==> config.mk <==
export PLATFORM = sky130hd
export DESIGN_NAME = go_back_n_send_window_core
export DESIGN_NICKNAME = d
export VERILOG_FILES = /design/src/hdl/gbnsw_pkg.sv /design/src/hdl/go_back_n_send_window_core.sv /design/src/hdl/gbnsw_ram.sv /design/src/hdl/gbnsw_ctrl.sv /design/src/hdl/gbnsw_dp.sv
export SDC_FILE = /design/constraint.sdc
export NUM_CORES = 2
export LEC_CHECK = 0
export BUFFER_PORTS_ARGS = -buffer_cell sky130_fd_sc_hd__buf_4
export CORE_MARGIN = 3
export CORE_UTILIZATION = 47
export DETAILED_ROUTE_END_ITERATION = 10
export PLACE_DENSITY = 0.64
export SYNTH_ARGS = -nofsm -noshare
export SYNTH_HDL_FRONTEND = slang
export SYNTH_SLANG_ARGS = --single-unit
==> constraint.sdc <==
create_clock -name clk_i -period 11.2 [get_ports clk_i]
set_input_delay 1.68 -clock clk_i [delete_from_list [all_inputs] [get_ports clk_i]]
set_output_delay 1.68 -clock clk_i [all_outputs]
set_load 0.01 [all_outputs]
==> src/hdl/gbnsw_pkg.sv <==
// ----------------------------------------------------------------------------
// Go-Back-N send window package
// Shared transaction types, field codes and control structures of the send
// window core.
// ----------------------------------------------------------------------------
`default_nettype none

package gbnsw_pkg;

  localparam int unsigned CNT_W = 5;
  localparam int unsigned SEQ_W = 16;
  localparam int unsigned PAY_W = 32;
  localparam int unsigned TICK_W = 32;

  localparam logic [CNT_W-1:0] WS_RESET = 5'd16;

  localparam logic [1:0] MODE_PUSH = 2'd0;
  localparam logic [1:0] MODE_GET  = 2'd1;
  localparam logic [1:0] MODE_ACK  = 2'd2;
  localparam logic [1:0] MODE_MARK = 2'd3;

  localparam logic [1:0] STATUS_OK     = 2'd0;
  localparam logic [1:0] STATUS_FULL   = 2'd1;
  localparam logic [1:0] STATUS_NOINIT = 2'd2;
  localparam logic [1:0] STATUS_MISS   = 2'd3;

  typedef struct packed {
    logic [1:0]        mode;
    logic [SEQ_W-1:0]  seq_number;
    logic [PAY_W-1:0]  payload;
    logic [3:0]        offset;
    logic [TICK_W-1:0] now;
  } in_item_t;

  typedef struct packed {
    logic [1:0]        status;
    logic [SEQ_W-1:0]  seq_out;
    logic [PAY_W-1:0]  payload_out;
    logic [TICK_W-1:0] rtt;
    logic [CNT_W-1:0]  occupancy;
  } out_item_t;

  typedef struct packed {
    logic [SEQ_W-1:0] seq;
    logic [PAY_W-1:0] payload;
  } entry_t;

  typedef struct packed {
    logic clear;
    logic load;
    logic get_rd;
    logic scan;
    logic commit;
  } ctrl_cmd_t;

  typedef struct packed {
    logic clr_last;
    logic cap_zero;
    logic is_push;
    logic is_get;
    logic found;
    logic miss;
    logic out_free;
  } dp_stat_t;

endpackage

`default_nettype wire

==> src/hdl/go_back_n_send_window_core.sv <==
// ----------------------------------------------------------------------------
// Go-Back-N send window core
// Circular packet window with push, get, acknowledge and mark-sent operations.
// ----------------------------------------------------------------------------
//  Channel   Direction  Handshake                Payload
//  input     in         in_valid_i / in_ready_o  in_data_i (in_item_t)
//  output    out        out_valid_o / out_ready_i out_data_o (out_item_t)
//  config    in         cfg_we_i                 cfg_wdata_i (window size)
//
// Push, get and any transaction on a zero-size window go from dispatch straight
// to the result; acknowledge and mark first run a sequence search from the head
// that reads one window entry per cycle until a match or the entries run out.
// After reset a clearing pass zeroes every entry of the send tick memory,
// during which no transaction is accepted.
// A new transaction is accepted while a finished result waits in the output
// register; a stalled output holds the next result in its final state.
// ----------------------------------------------------------------------------
`default_nettype none

module go_back_n_send_window_core #(
  parameter int unsigned DEPTH = 16
) (
  input  wire logic                 clk_i,
  input  wire logic                 rst_ni,
  input  wire logic                 cfg_we_i,
  input  wire logic [4:0]           cfg_wdata_i,
  input  wire logic                 in_valid_i,
  output logic                      in_ready_o,
  input  wire gbnsw_pkg::in_item_t  in_data_i,
  output logic                      out_valid_o,
  input  wire logic                 out_ready_i,
  output gbnsw_pkg::out_item_t      out_data_o
);

  import gbnsw_pkg::*;

  ctrl_cmd_t cmd;
  dp_stat_t  stat;

  gbnsw_ctrl u_ctrl (
    .clk_i      (clk_i),
    .rst_ni     (rst_ni),
    .in_valid_i (in_valid_i),
    .in_ready_o (in_ready_o),
    .stat_i     (stat),
    .cmd_o      (cmd)
  );

  gbnsw_dp #(
    .DEPTH (DEPTH)
  ) u_dp (
    .clk_i       (clk_i),
    .rst_ni      (rst_ni),
    .cfg_we_i    (cfg_we_i),
    .cfg_wdata_i (cfg_wdata_i),
    .in_data_i   (in_data_i),
    .out_ready_i (out_ready_i),
    .out_valid_o (out_valid_o),
    .out_data_o  (out_data_o),
    .cmd_i       (cmd),
    .stat_o      (stat)
  );

endmodule

`default_nettype wire

==> src/hdl/gbnsw_ram.sv <==
// ----------------------------------------------------------------------------
// Generic RAM
// One write port and one read port with a registered read data output.
// ----------------------------------------------------------------------------
`default_nettype none

module gbnsw_ram #(
  parameter int unsigned WIDTH = 32,
  parameter int unsigned DEPTH = 16,
  localparam int unsigned AW = (DEPTH > 1) ? $clog2(DEPTH) : 1
) (
  input  wire logic             clk_i,
  input  wire logic             we_i,
  input  wire logic [AW-1:0]    waddr_i,
  input  wire logic [WIDTH-1:0] wdata_i,
  input  wire logic             re_i,
  input  wire logic [AW-1:0]    raddr_i,
  output logic      [WIDTH-1:0] rdata_o
);

  logic [WIDTH-1:0] mem_q [DEPTH];
  logic [WIDTH-1:0] rdata_q;

  always_ff @(posedge clk_i) begin
    if (we_i) begin
      mem_q[waddr_i] <= wdata_i;
    end
    if (re_i) begin
      rdata_q <= mem_q[raddr_i];
    end
  end

  assign rdata_o = rdata_q;

endmodule

`default_nettype wire

==> src/hdl/gbnsw_ctrl.sv <==
// ----------------------------------------------------------------------------
// Send window controller
// Sequences the clearing pass, dispatch, sequence search and result commit.
// ----------------------------------------------------------------------------
`default_nettype none

module gbnsw_ctrl (
  input  wire logic                  clk_i,
  input  wire logic                  rst_ni,
  input  wire logic                  in_valid_i,
  output logic                       in_ready_o,
  input  wire gbnsw_pkg::dp_stat_t   stat_i,
  output gbnsw_pkg::ctrl_cmd_t       cmd_o
);

  import gbnsw_pkg::*;

  typedef enum logic [4:0] {
    S_CLEAR = 5'b00001,
    S_IDLE  = 5'b00010,
    S_DISP  = 5'b00100,
    S_SCAN  = 5'b01000,
    S_DONE  = 5'b10000
  } state_e;

  state_e state_q, state_d;

  always_comb begin
    state_d = state_q;
    cmd_o   = '0;
    case (state_q)
      S_CLEAR: begin
        cmd_o.clear = 1'b1;
        if (stat_i.clr_last) begin
          state_d = S_IDLE;
        end
      end
      S_IDLE: begin
        if (in_valid_i) begin
          cmd_o.load = 1'b1;
          state_d    = S_DISP;
        end
      end
      S_DISP: begin
        cmd_o.get_rd = 1'b1;
        if (stat_i.cap_zero || stat_i.is_push || stat_i.is_get) begin
          state_d = S_DONE;
        end else begin
          state_d = S_SCAN;
        end
      end
      S_SCAN: begin
        cmd_o.scan = 1'b1;
        if (stat_i.found || stat_i.miss) begin
          state_d = S_DONE;
        end
      end
      S_DONE: begin
        if (stat_i.out_free) begin
          cmd_o.commit = 1'b1;
          state_d      = S_IDLE;
        end
      end
      default: begin
        state_d = S_IDLE;
      end
    endcase
  end

  always_ff @(posedge clk_i or negedge rst_ni) begin
    if (!rst_ni) begin
      state_q <= S_CLEAR;
    end else begin
      state_q <= state_d;
    end
  end

  assign in_ready_o = (state_q == S_IDLE);

endmodule

`default_nettype wire

==> src/hdl/gbnsw_dp.sv <==
// ----------------------------------------------------------------------------
// Send window datapath
// Window pointers, entry memories, search pipeline and output register.
// ----------------------------------------------------------------------------
`default_nettype none

module gbnsw_dp #(
  parameter int unsigned DEPTH = 16
) (
  input  wire logic                   clk_i,
  input  wire logic                   rst_ni,
  input  wire logic                   cfg_we_i,
  input  wire logic [4:0]             cfg_wdata_i,
  input  wire gbnsw_pkg::in_item_t    in_data_i,
  input  wire logic                   out_ready_i,
  output logic                        out_valid_o,
  output gbnsw_pkg::out_item_t        out_data_o,
  input  wire gbnsw_pkg::ctrl_cmd_t   cmd_i,
  output gbnsw_pkg::dp_stat_t         stat_o
);

  import gbnsw_pkg::*;

  localparam int unsigned IW = (DEPTH > 1) ? $clog2(DEPTH) : 1;
  localparam int unsigned SW = ((IW > CNT_W) ? IW : CNT_W) + 1;
  localparam int unsigned CAP_LIM = (DEPTH > 31) ? 31 : DEPTH;
  localparam logic [CNT_W-1:0] CAP_MAX = CNT_W'(CAP_LIM);
  localparam logic [IW-1:0] LAST_SLOT = IW'(DEPTH - 1);
  localparam int unsigned ENTRY_W = $bits(entry_t);

  logic [CNT_W-1:0] ws_q, ws_d;
  logic [IW-1:0]    head_q, head_d;
  logic [IW-1:0]    tail_q, tail_d;
  logic [CNT_W-1:0] vc_q, vc_d;
  in_item_t         item_q;
  logic [CNT_W-1:0] ipos_q, ipos_d;
  logic [IW-1:0]    islot_q, islot_d;
  logic             cv_q, cv_d;
  logic [CNT_W-1:0] cpos_q;
  logic [IW-1:0]    cslot_q;
  logic             hit_q, hit_d;
  logic [CNT_W-1:0] hit_pos_q;
  logic [IW-1:0]    hit_slot_q;
  logic             out_valid_q, out_valid_d;
  out_item_t        out_q;
  out_item_t        res;
  logic [IW-1:0]    clr_idx_q, clr_idx_d;

  logic [CNT_W-1:0] cap;
  logic [IW-1:0]    cap_m1;
  logic [SW-1:0]    gsum;
  logic [SW-1:0]    gwrap;
  logic [IW-1:0]    get_slot;
  logic             get_ok;
  logic             issue;
  logic             match;

  logic             seq_we, seq_re;
  logic [IW-1:0]    seq_raddr;
  entry_t           seq_wdata;
  logic [ENTRY_W-1:0] seq_rraw;
  entry_t           seq_rdata;
  logic             tick_we, tick_re, mark_we;
  logic [IW-1:0]    tick_waddr;
  logic [TICK_W-1:0] tick_wdata;
  logic [TICK_W-1:0] tick_rdata;

  function automatic logic [IW-1:0] wrap_inc(logic [IW-1:0] slot, logic [IW-1:0] last);
    wrap_inc = (slot == last) ? '0 : slot + IW'(1);
  endfunction

  assign cap    = (ws_q > CAP_MAX) ? CAP_MAX : ws_q;
  assign cap_m1 = IW'(cap - CNT_W'(1));

  assign gsum     = SW'(head_q) + SW'(item_q.offset);
  assign gwrap    = (gsum >= SW'(cap)) ? gsum - SW'(cap) : gsum;
  assign get_slot = gwrap[IW-1:0];
  assign get_ok   = ({1'b0, item_q.offset} < vc_q);

  assign issue     = (ipos_q < vc_q);
  assign seq_rdata = seq_rraw;
  assign match     = cv_q && (seq_rdata.seq == item_q.seq_number);

  assign seq_re    = (cmd_i.get_rd && get_ok) || (cmd_i.scan && issue);
  assign seq_raddr = cmd_i.scan ? islot_q : get_slot;
  assign seq_wdata = '{seq: item_q.seq_number, payload: item_q.payload};

  assign tick_re    = cmd_i.scan && match;
  assign tick_we    = cmd_i.clear || mark_we;
  assign tick_waddr = cmd_i.clear ? clr_idx_q : hit_slot_q;
  assign tick_wdata = cmd_i.clear ? '0 : item_q.now;

  gbnsw_ram #(
    .WIDTH (ENTRY_W),
    .DEPTH (DEPTH)
  ) u_entry_ram (
    .clk_i   (clk_i),
    .we_i    (seq_we),
    .waddr_i (tail_q),
    .wdata_i (seq_wdata),
    .re_i    (seq_re),
    .raddr_i (seq_raddr),
    .rdata_o (seq_rraw)
  );

  gbnsw_ram #(
    .WIDTH (TICK_W),
    .DEPTH (DEPTH)
  ) u_tick_ram (
    .clk_i   (clk_i),
    .we_i    (tick_we),
    .waddr_i (tick_waddr),
    .wdata_i (tick_wdata),
    .re_i    (tick_re),
    .raddr_i (cslot_q),
    .rdata_o (tick_rdata)
  );

  always_comb begin
    ws_d      = ws_q;
    head_d    = head_q;
    tail_d    = tail_q;
    vc_d      = vc_q;
    seq_we    = 1'b0;
    mark_we   = 1'b0;
    res       = '0;
    res.status = STATUS_OK;
    if (cap == '0) begin
      res.status = STATUS_NOINIT;
    end else begin
      case (item_q.mode)
        MODE_PUSH: begin
          if (vc_q >= cap) begin
            res.status = STATUS_FULL;
          end else begin
            seq_we = cmd_i.commit;
            vc_d   = vc_q + CNT_W'(1);
            tail_d = wrap_inc(tail_q, cap_m1);
          end
        end
        MODE_GET: begin
          if (get_ok) begin
            res.seq_out     = seq_rdata.seq;
            res.payload_out = seq_rdata.payload;
          end else begin
            res.status = STATUS_MISS;
          end
        end
        MODE_ACK: begin
          if (hit_q) begin
            res.rtt = item_q.now - tick_rdata;
            head_d  = wrap_inc(hit_slot_q, cap_m1);
            vc_d    = vc_q - hit_pos_q - CNT_W'(1);
          end else begin
            res.status = STATUS_MISS;
          end
        end
        MODE_MARK: begin
          if (hit_q) begin
            mark_we = cmd_i.commit;
          end else begin
            res.status = STATUS_MISS;
          end
        end
        default: begin
          res.status = STATUS_MISS;
        end
      endcase
    end
    res.occupancy = vc_d;
    if (!cmd_i.commit) begin
      head_d = head_q;
      tail_d = tail_q;
      vc_d   = vc_q;
    end
    if (cfg_we_i) begin
      ws_d   = cfg_wdata_i;
      head_d = '0;
      tail_d = '0;
      vc_d   = '0;
    end
  end

  always_comb begin
    ipos_d  = ipos_q;
    islot_d = islot_q;
    cv_d    = cv_q;
    hit_d   = hit_q;
    if (cmd_i.load) begin
      ipos_d  = '0;
      islot_d = head_q;
      cv_d    = 1'b0;
      hit_d   = 1'b0;
    end else if (cmd_i.scan) begin
      cv_d = issue;
      if (issue) begin
        ipos_d  = ipos_q + CNT_W'(1);
        islot_d = wrap_inc(islot_q, cap_m1);
      end
      if (match) begin
        hit_d = 1'b1;
      end
    end
  end

  assign out_valid_d = cmd_i.commit ? 1'b1 : (out_ready_i ? 1'b0 : out_valid_q);
  assign clr_idx_d   = cmd_i.clear ? clr_idx_q + IW'(1) : clr_idx_q;

  always_ff @(posedge clk_i or negedge rst_ni) begin
    if (!rst_ni) begin
      ws_q        <= WS_RESET;
      head_q      <= '0;
      tail_q      <= '0;
      vc_q        <= '0;
      ipos_q      <= '0;
      islot_q     <= '0;
      cv_q        <= 1'b0;
      hit_q       <= 1'b0;
      out_valid_q <= 1'b0;
      clr_idx_q   <= '0;
    end else begin
      ws_q        <= ws_d;
      head_q      <= head_d;
      tail_q      <= tail_d;
      vc_q        <= vc_d;
      ipos_q      <= ipos_d;
      islot_q     <= islot_d;
      cv_q        <= cv_d;
      hit_q       <= hit_d;
      out_valid_q <= out_valid_d;
      clr_idx_q   <= clr_idx_d;
    end
  end

  always_ff @(posedge clk_i) begin
    if (cmd_i.load) begin
      item_q <= in_data_i;
    end
    if (cmd_i.scan) begin
      cpos_q  <= ipos_q;
      cslot_q <= islot_q;
    end
    if (cmd_i.scan && match) begin
      hit_pos_q  <= cpos_q;
      hit_slot_q <= cslot_q;
    end
    if (cmd_i.commit) begin
      out_q <= res;
    end
  end

  assign stat_o.clr_last = (clr_idx_q == LAST_SLOT);
  assign stat_o.cap_zero = (cap == '0);
  assign stat_o.is_push  = (item_q.mode == MODE_PUSH);
  assign stat_o.is_get   = (item_q.mode == MODE_GET);
  assign stat_o.found    = match;
  assign stat_o.miss     = !match && !cv_q && !issue;
  assign stat_o.out_free = !out_valid_q || out_ready_i;

  assign out_valid_o = out_valid_q;
  assign out_data_o  = out_q;

endmodule

`default_nettype wire

; Word level (Yosys, flattened, before mapping)
; Memory sizes are Yosys's and may differ from the RTL's. A register that Yosys moved wholly into a read port is not among the register bits.
; Index checks and enable logic that the tools add are counted.
; Widths: inputs -> output; s select.
[word_totals]
output_inout_bits = 89
mem_bits_rw = 1280
regBits = 230
input_bits = 96
mem_count = 2
[op_classes]
order_cmp = 5
add_sub_neg = 12
n_mux = 64
n_reduce_logical = 34
n_eq_ne = 19
n_bitwise = 4
[mem_list]
columns = memory, words, word_bits, read_ports, rd_clocked_by_memory_dff, write_ports, line
row1 = u_dp.u_entry_ram.mem_q, 16, 48, 1, 1, 1, gbnsw_ram.sv:21  ; logic [WIDTH-1:0] mem_q [DEPTH];
row2 = u_dp.u_tick_ram.mem_q, 16, 32, 1, 1, 1, gbnsw_ram.sv:21
[op_table]
columns = operator, count
row1 = $mux 4, 19
row2 = $mux 5, 14
row3 = $mux 32, 1
row4 = $sub 32x32->32, 1
row5 = $mux 1, 25
row6 = $pmux 5 s5, 1
row7 = $add 4x1->4 const B, 4
row8 = $eq 16x16->1, 1
row9 = $reduce_bool 2->1, 8
row10 = $eq 4x4->1, 3
row11 = $reduce_and 4->1, 3
row12 = $add 5x1->5 const B, 2
row13 = $ge 5x5->1, 2
row14 = $ne 2x2->1 const B, 5
row15 = $pmux 5 s2, 1
row16 = $logic_and 1x1->1, 6
row17 = $logic_or 1x1->1, 6
row18 = $pmux 2 s3, 1
row19 = $reduce_or 3->1, 2
row20 = $add 4x4->5, 1
row21 = $eq 5x1->1 const B, 1
row22 = $eq 5x2->1 const B, 1
row23 = $eq 5x3->1 const B, 1
row24 = $eq 5x4->1 const B, 1
row25 = 19 further kinds, 28

; Logic depth before layout (Yosys ltp)
[depth]
ltp_word = 10
depth_mapped = 17

; Modules after synthesis
; From an unflattened synthesis, not the netlist that was laid out.
[hier_totals]
cells_unflattened = 3072
hier_area_um2 = 62043.3
[modules_own_cells]
columns = module, instances, seq_area_each_um2, area_per_inst_um2, cells_each
row1 = gbnsw_ram at u_dp.u_entry_ram, 1, 24503.5, 30171.4, 1242
row2 = gbnsw_ram at u_dp.u_tick_ram, 1, 16335.7, 20155.6, 838
row3 = gbnsw_dp, 1, 6587.6, 11429.7, 962
row4 = gbnsw_ctrl, 1, 126.4, 286.5, 30

; Worst setup path before layout
; No wires, ideal clock.
[synth_path]
path_kind = input to register
startpoint = in out_ready_i
endpoint = mem u_dp.u_entry_ram.mem_q[0][0] (netlist bit), enable pin
cell_stages = 7
arrival_ns = 10.128
path_buffers = 2
required_time_ns = 10.627
path_slack_ns = 0.500
cell_sequence = nand2b_1 -> nor2b_1 -> clkbuf_1 -> nand2_1 -> or3_1 -> clkbuf_1 -> nor4_1
[synth_lines]
columns = element, line
row1 = "start, declared", go_back_n_send_window_core.sv:31  ; input wire logic out_ready_i,
row2 = "end, declared", gbnsw_ram.sv:21

; Worst setup path after layout
[layout_path]
startpoint = reg u_dp.item_q[32] (netlist bit)
endpoint = reg u_dp.u_entry_ram.rdata_q[9] (netlist: u_dp.u_entry_ram.rdata_o[9]), read port of u_dp.u_entry_ram.mem_q (data pin)
[layout_between]
elab_chain_len = 4
[layout_lines]
columns = element, line
row1 = "start, declared", gbnsw_dp.sv:35  ; in_item_t item_q;
row2 = "start signal, assigned", gbnsw_dp.sv:237  ; item_q <= in_data_i;
row3 = $add 4x4->5, gbnsw_dp.sv:75  ; assign gsum = SW'(head_q) + SW'(item_q.offset);
row4 = $sub 4x4->4 / $ge 5x5->1 (equally long branches), gbnsw_dp.sv:76  ; assign gwrap = (gsum >= SW'(cap)) ? gsum - SW'(cap) : gsum;
row5 = $mux 4, gbnsw_dp.sv:76
row6 = $mux 4, gbnsw_dp.sv:85  ; assign seq_raddr = cmd_i.scan ? islot_q : get_slot;
row7 = "end, declared", gbnsw_ram.sv:22  ; logic [WIDTH-1:0] rdata_q;
; Several ways; a longest one is shown, not always the timed one.
; A chain may end at the register's enable or synchronous reset.

==> metrics.txt <==
status=finished clean; Hold WS=a little over 0.4 ns; share of layout cells above drive strength 1=a little over a fifth; Resized Gates After CTS=0; DRC viols=0; Startpoint Class=flip-flop; Post-CTS Hold Buffers=0; Inst Count DP=between 5k and 6k; CP top delay family=compound AO/OA/AOI/OAI gates; final wirelength=around 150000 µm; Max VDD drop=0.000213 V; via count=between 30k and 40k; largest net degree at the start of global routing=178; Yosys warning count=0; routed vias/inst=between 5 and 6; most common cell in the netlist=edfxtp_1; Synth Instances=3422; nets=around 3.8k; fin crit share=51.4%; Worst EP required=roughly 12 ns; Commonest cells post-synth=edfxtp_1 (1551), mux2i_1 (300), mux4_2 (160); max_cap viols=0; Finished Layout Cells=5561; clock sink total=1590; critical path type=flip-flop to flip-flop; Slowest-stage cell, CP=buf_12; sequential cell area fraction in the yosys report=around three quarters; Final HPWL DP=72300 µm; io pins=between 150 and 200; Pwr per Cell Area=between 200 and 250 nW/µm²; clock-pin slew on the worst setup and hold paths=~0.06 ns; I/O Buffers=~180; fmax=approximately 170 MHz; CTS Buf Count=162; Hold Path Class=flip-flop to flip-flop; Finished Core Util=54.0%; flops & latches, synth=around 1.6k; P_leak=approximately 24 nW; # setup viols final=0; Slew Limit Fails=0; cells taking the most area after synthesis=edfxtp_1 (73%), mux4_2 (5.7%), mux2i_1 (4.7%); Die ar.=between 100000 and 150000 µm²; initial antenna violation count=0; Critical path buffers and inverters=2; area of the multi-input gates=15200 µm²; slew margin rel.=20.8%; P&R area growth vs syn=13.6%; critical path, cell by cell=ha_1, fa_1, a21o_1, a21o_1, ha_1, and2_1, a221o_1, a31oi_4, mux2_4, a21oi_4, buf_12, buf_12, mux2i_1, mux2_2, o22ai_1, a221o_1; Worst Max-Slew Pin Slew=1.19 ns; Avg WL per Cell=around 26 µm; clock buffer depth=3; Post-synth EDFFs=1551; Mapped Nets=3588; drt pass-1 iters=5; share of synthesized registers carrying an async set or reset=2.45%; mapped cell area=~64000 µm²; Die X=374 µm; # H-tree levels=4; final antenna-violating net count=0; vias in the first global route=31.9k; initial drt markers=3128; clock root cell=clkbuf_16; Cell Rows=approximately 130; latest clock arrival within the worst-skew pair=0.79 ns; DIE HEIGHT=374 µm; Global Route Usage Sum=between 20% and 30%; CP Data Arrival Time=6.26 ns; total negative slack=0 ns; element type at the critical path end=flip-flop; top_reg_cell synth=edfxtp_1; Hold Fails Final Rpt=0; CP max stage delay=0.74 ns; worst-path maximum fanout=177; Post-CTS Setup Bufs=0; TritonCTS clock tree=yes; worst clock skew=about 0.039 ns; RSZ-0062 raised after global routing=false; core area=134000 µm²; first-pass GRT wire length=roughly 210000 µm; Fillers=slightly above 10k; GRT overflow=0; fin crit period=5.75 ns; Avg Cell Area, Syn=18.6 µm²; leading area contributor after synthesis=edfxtp_1; gpl congestion=about 0.80; register area=roughly 48000 µm²; Starting Density=about 47%; Cell variety after synth=just over 70; top cell type's share of synthesized area=between 70 and 80%
routing by layer:
metal	wire length, µm	track usage (%)	share of wire (%)	vias up
met5	0	0	0	-
met4	2560	5.02	1.8	0
met3	8400	3.31	5.8	183
met2	71600	34.0	49	1031
met1	62800	29.1	43	16600
li1	-	-	-	14200
final cells by class:
| type | instances | area share [%] |
|---|---|---|
| Timing Repair Buffer | 246 | 2.64 |
| Inverter | 73 | 0.379 |
| Antenna cell | 2 | 0.00692 |
| Sequential cell | 1590 | 65.8 |
| Clock buffer | 200 | 5.84 |
| Clock inverter | 92 | 1.27 |
| Tap cell | 1768 | 3.06 |
| Multi-Input combinational cell | 1590 | 21.0 |
state kept, by name, indices dropped and copies added (netlist names):
register / count
u_dp.item_q: 86
u_dp.islot_q: 4
u_dp.hit_q: 1
u_dp.ipos_q: 5
u_dp.cslot_q: 4
u_dp.hit_pos_q: 5
u_dp.out_valid_o: 1
u_dp.tail_q: 4
u_dp.out_data_o: 87
u_dp.u_entry_ram.mem_q: 768
u_dp.hit_slot_q: 4
u_dp.clr_idx_q: 4
u_dp.vc_q: 5
u_ctrl.state_q: 5
u_dp.ws_q: 5
u_dp.u_tick_ram.rdata_o: 32
u_dp.u_entry_ram.rdata_o: 48
u_dp.cpos_q: 5
u_dp.head_q: 4
u_dp.u_tick_ram.mem_q: 512
u_dp.cv_q: 1
stage by stage:
stage / cell area (µm²) / setup slack [ns] / total power (W)
floorplan: 63600 / 0.500 / 0.00930
global placement: 67100 / 5.56 / 0.00995
detailed placement: 67100 / 5.45 / 0.0100
CTS: 72300 / 5.42 / 0.0152
global route: 72300 / 5.11 / 0.0157
finish: 72300 / 5.45 / 0.0151
worst paths after layout:
path / startpoint / endpoint / slack (ns) / cells after the start
worst max-delay path: u_dp.item_q[32] / u_dp.u_entry_ram.rdata_o[9] / 5.45 / 16
worst min-delay path: u_dp.cpos_q[0] / u_dp.hit_pos_q[0] / 0.41 / 0
worst max register to register: u_dp.item_q[32] / u_dp.u_entry_ram.rdata_o[9] / 5.45 / 16
worst min register to register: u_dp.cpos_q[0] / u_dp.hit_pos_q[0] / 0.41 / 0
max in group asynchronous: rst_ni / u_dp.ipos_q[4] / 9.92 / 1
min in group asynchronous: rst_ni / u_dp.out_valid_o / 0.89 / 1
cells in the final DEF, fill, tap and decap left out, drive strengths merged, types with 4 or more instances in the layout:
cell type,n
edfxtp,1551
mux2i,300
buf,246
clkbuf,200
mux4,160
a21oi,138
nor2b,105
a211oi,104
mux2,102
and2,92
nor2,92
inv,83
clkinv,68
ha,66
nand2,55
a221o,52
o22ai,48
xnor2,42
o21ai,39
dfrtp,37
a21o,26
xor2,25
nand3,13
bufinv,13
nor3,12
a31oi,11
nand2b,10
nor3b,9
nand4,9
o21a,7
nor4,7
o211ai,6
a41oi,6
and3,6
or3,5
a22oi,5
nand3b,4
fa,4
logic make-up after synthesis:
family	after synthesis	share of synthesized area (%)
DFF	1590	74.7
muxes	562	12.2
AOI/OAI and AO/OA	464	5.28
and+or+nand+nor	427	3.63
buffers and inverters	242	1.79
adders and majority gates	70	1.42
xor gates and xnor gates	67	0.946
report_power, final:
group | internal (W) | leakage [nW] | switching, W
sequential | 0.00697 | 14.5 | 0.000201
combinational | 0.00110 | 7.45 | 0.00160
clock | 0.00299 | 2.51 | 0.00224
Note: power is estimated with default switching activity, not from simulation.
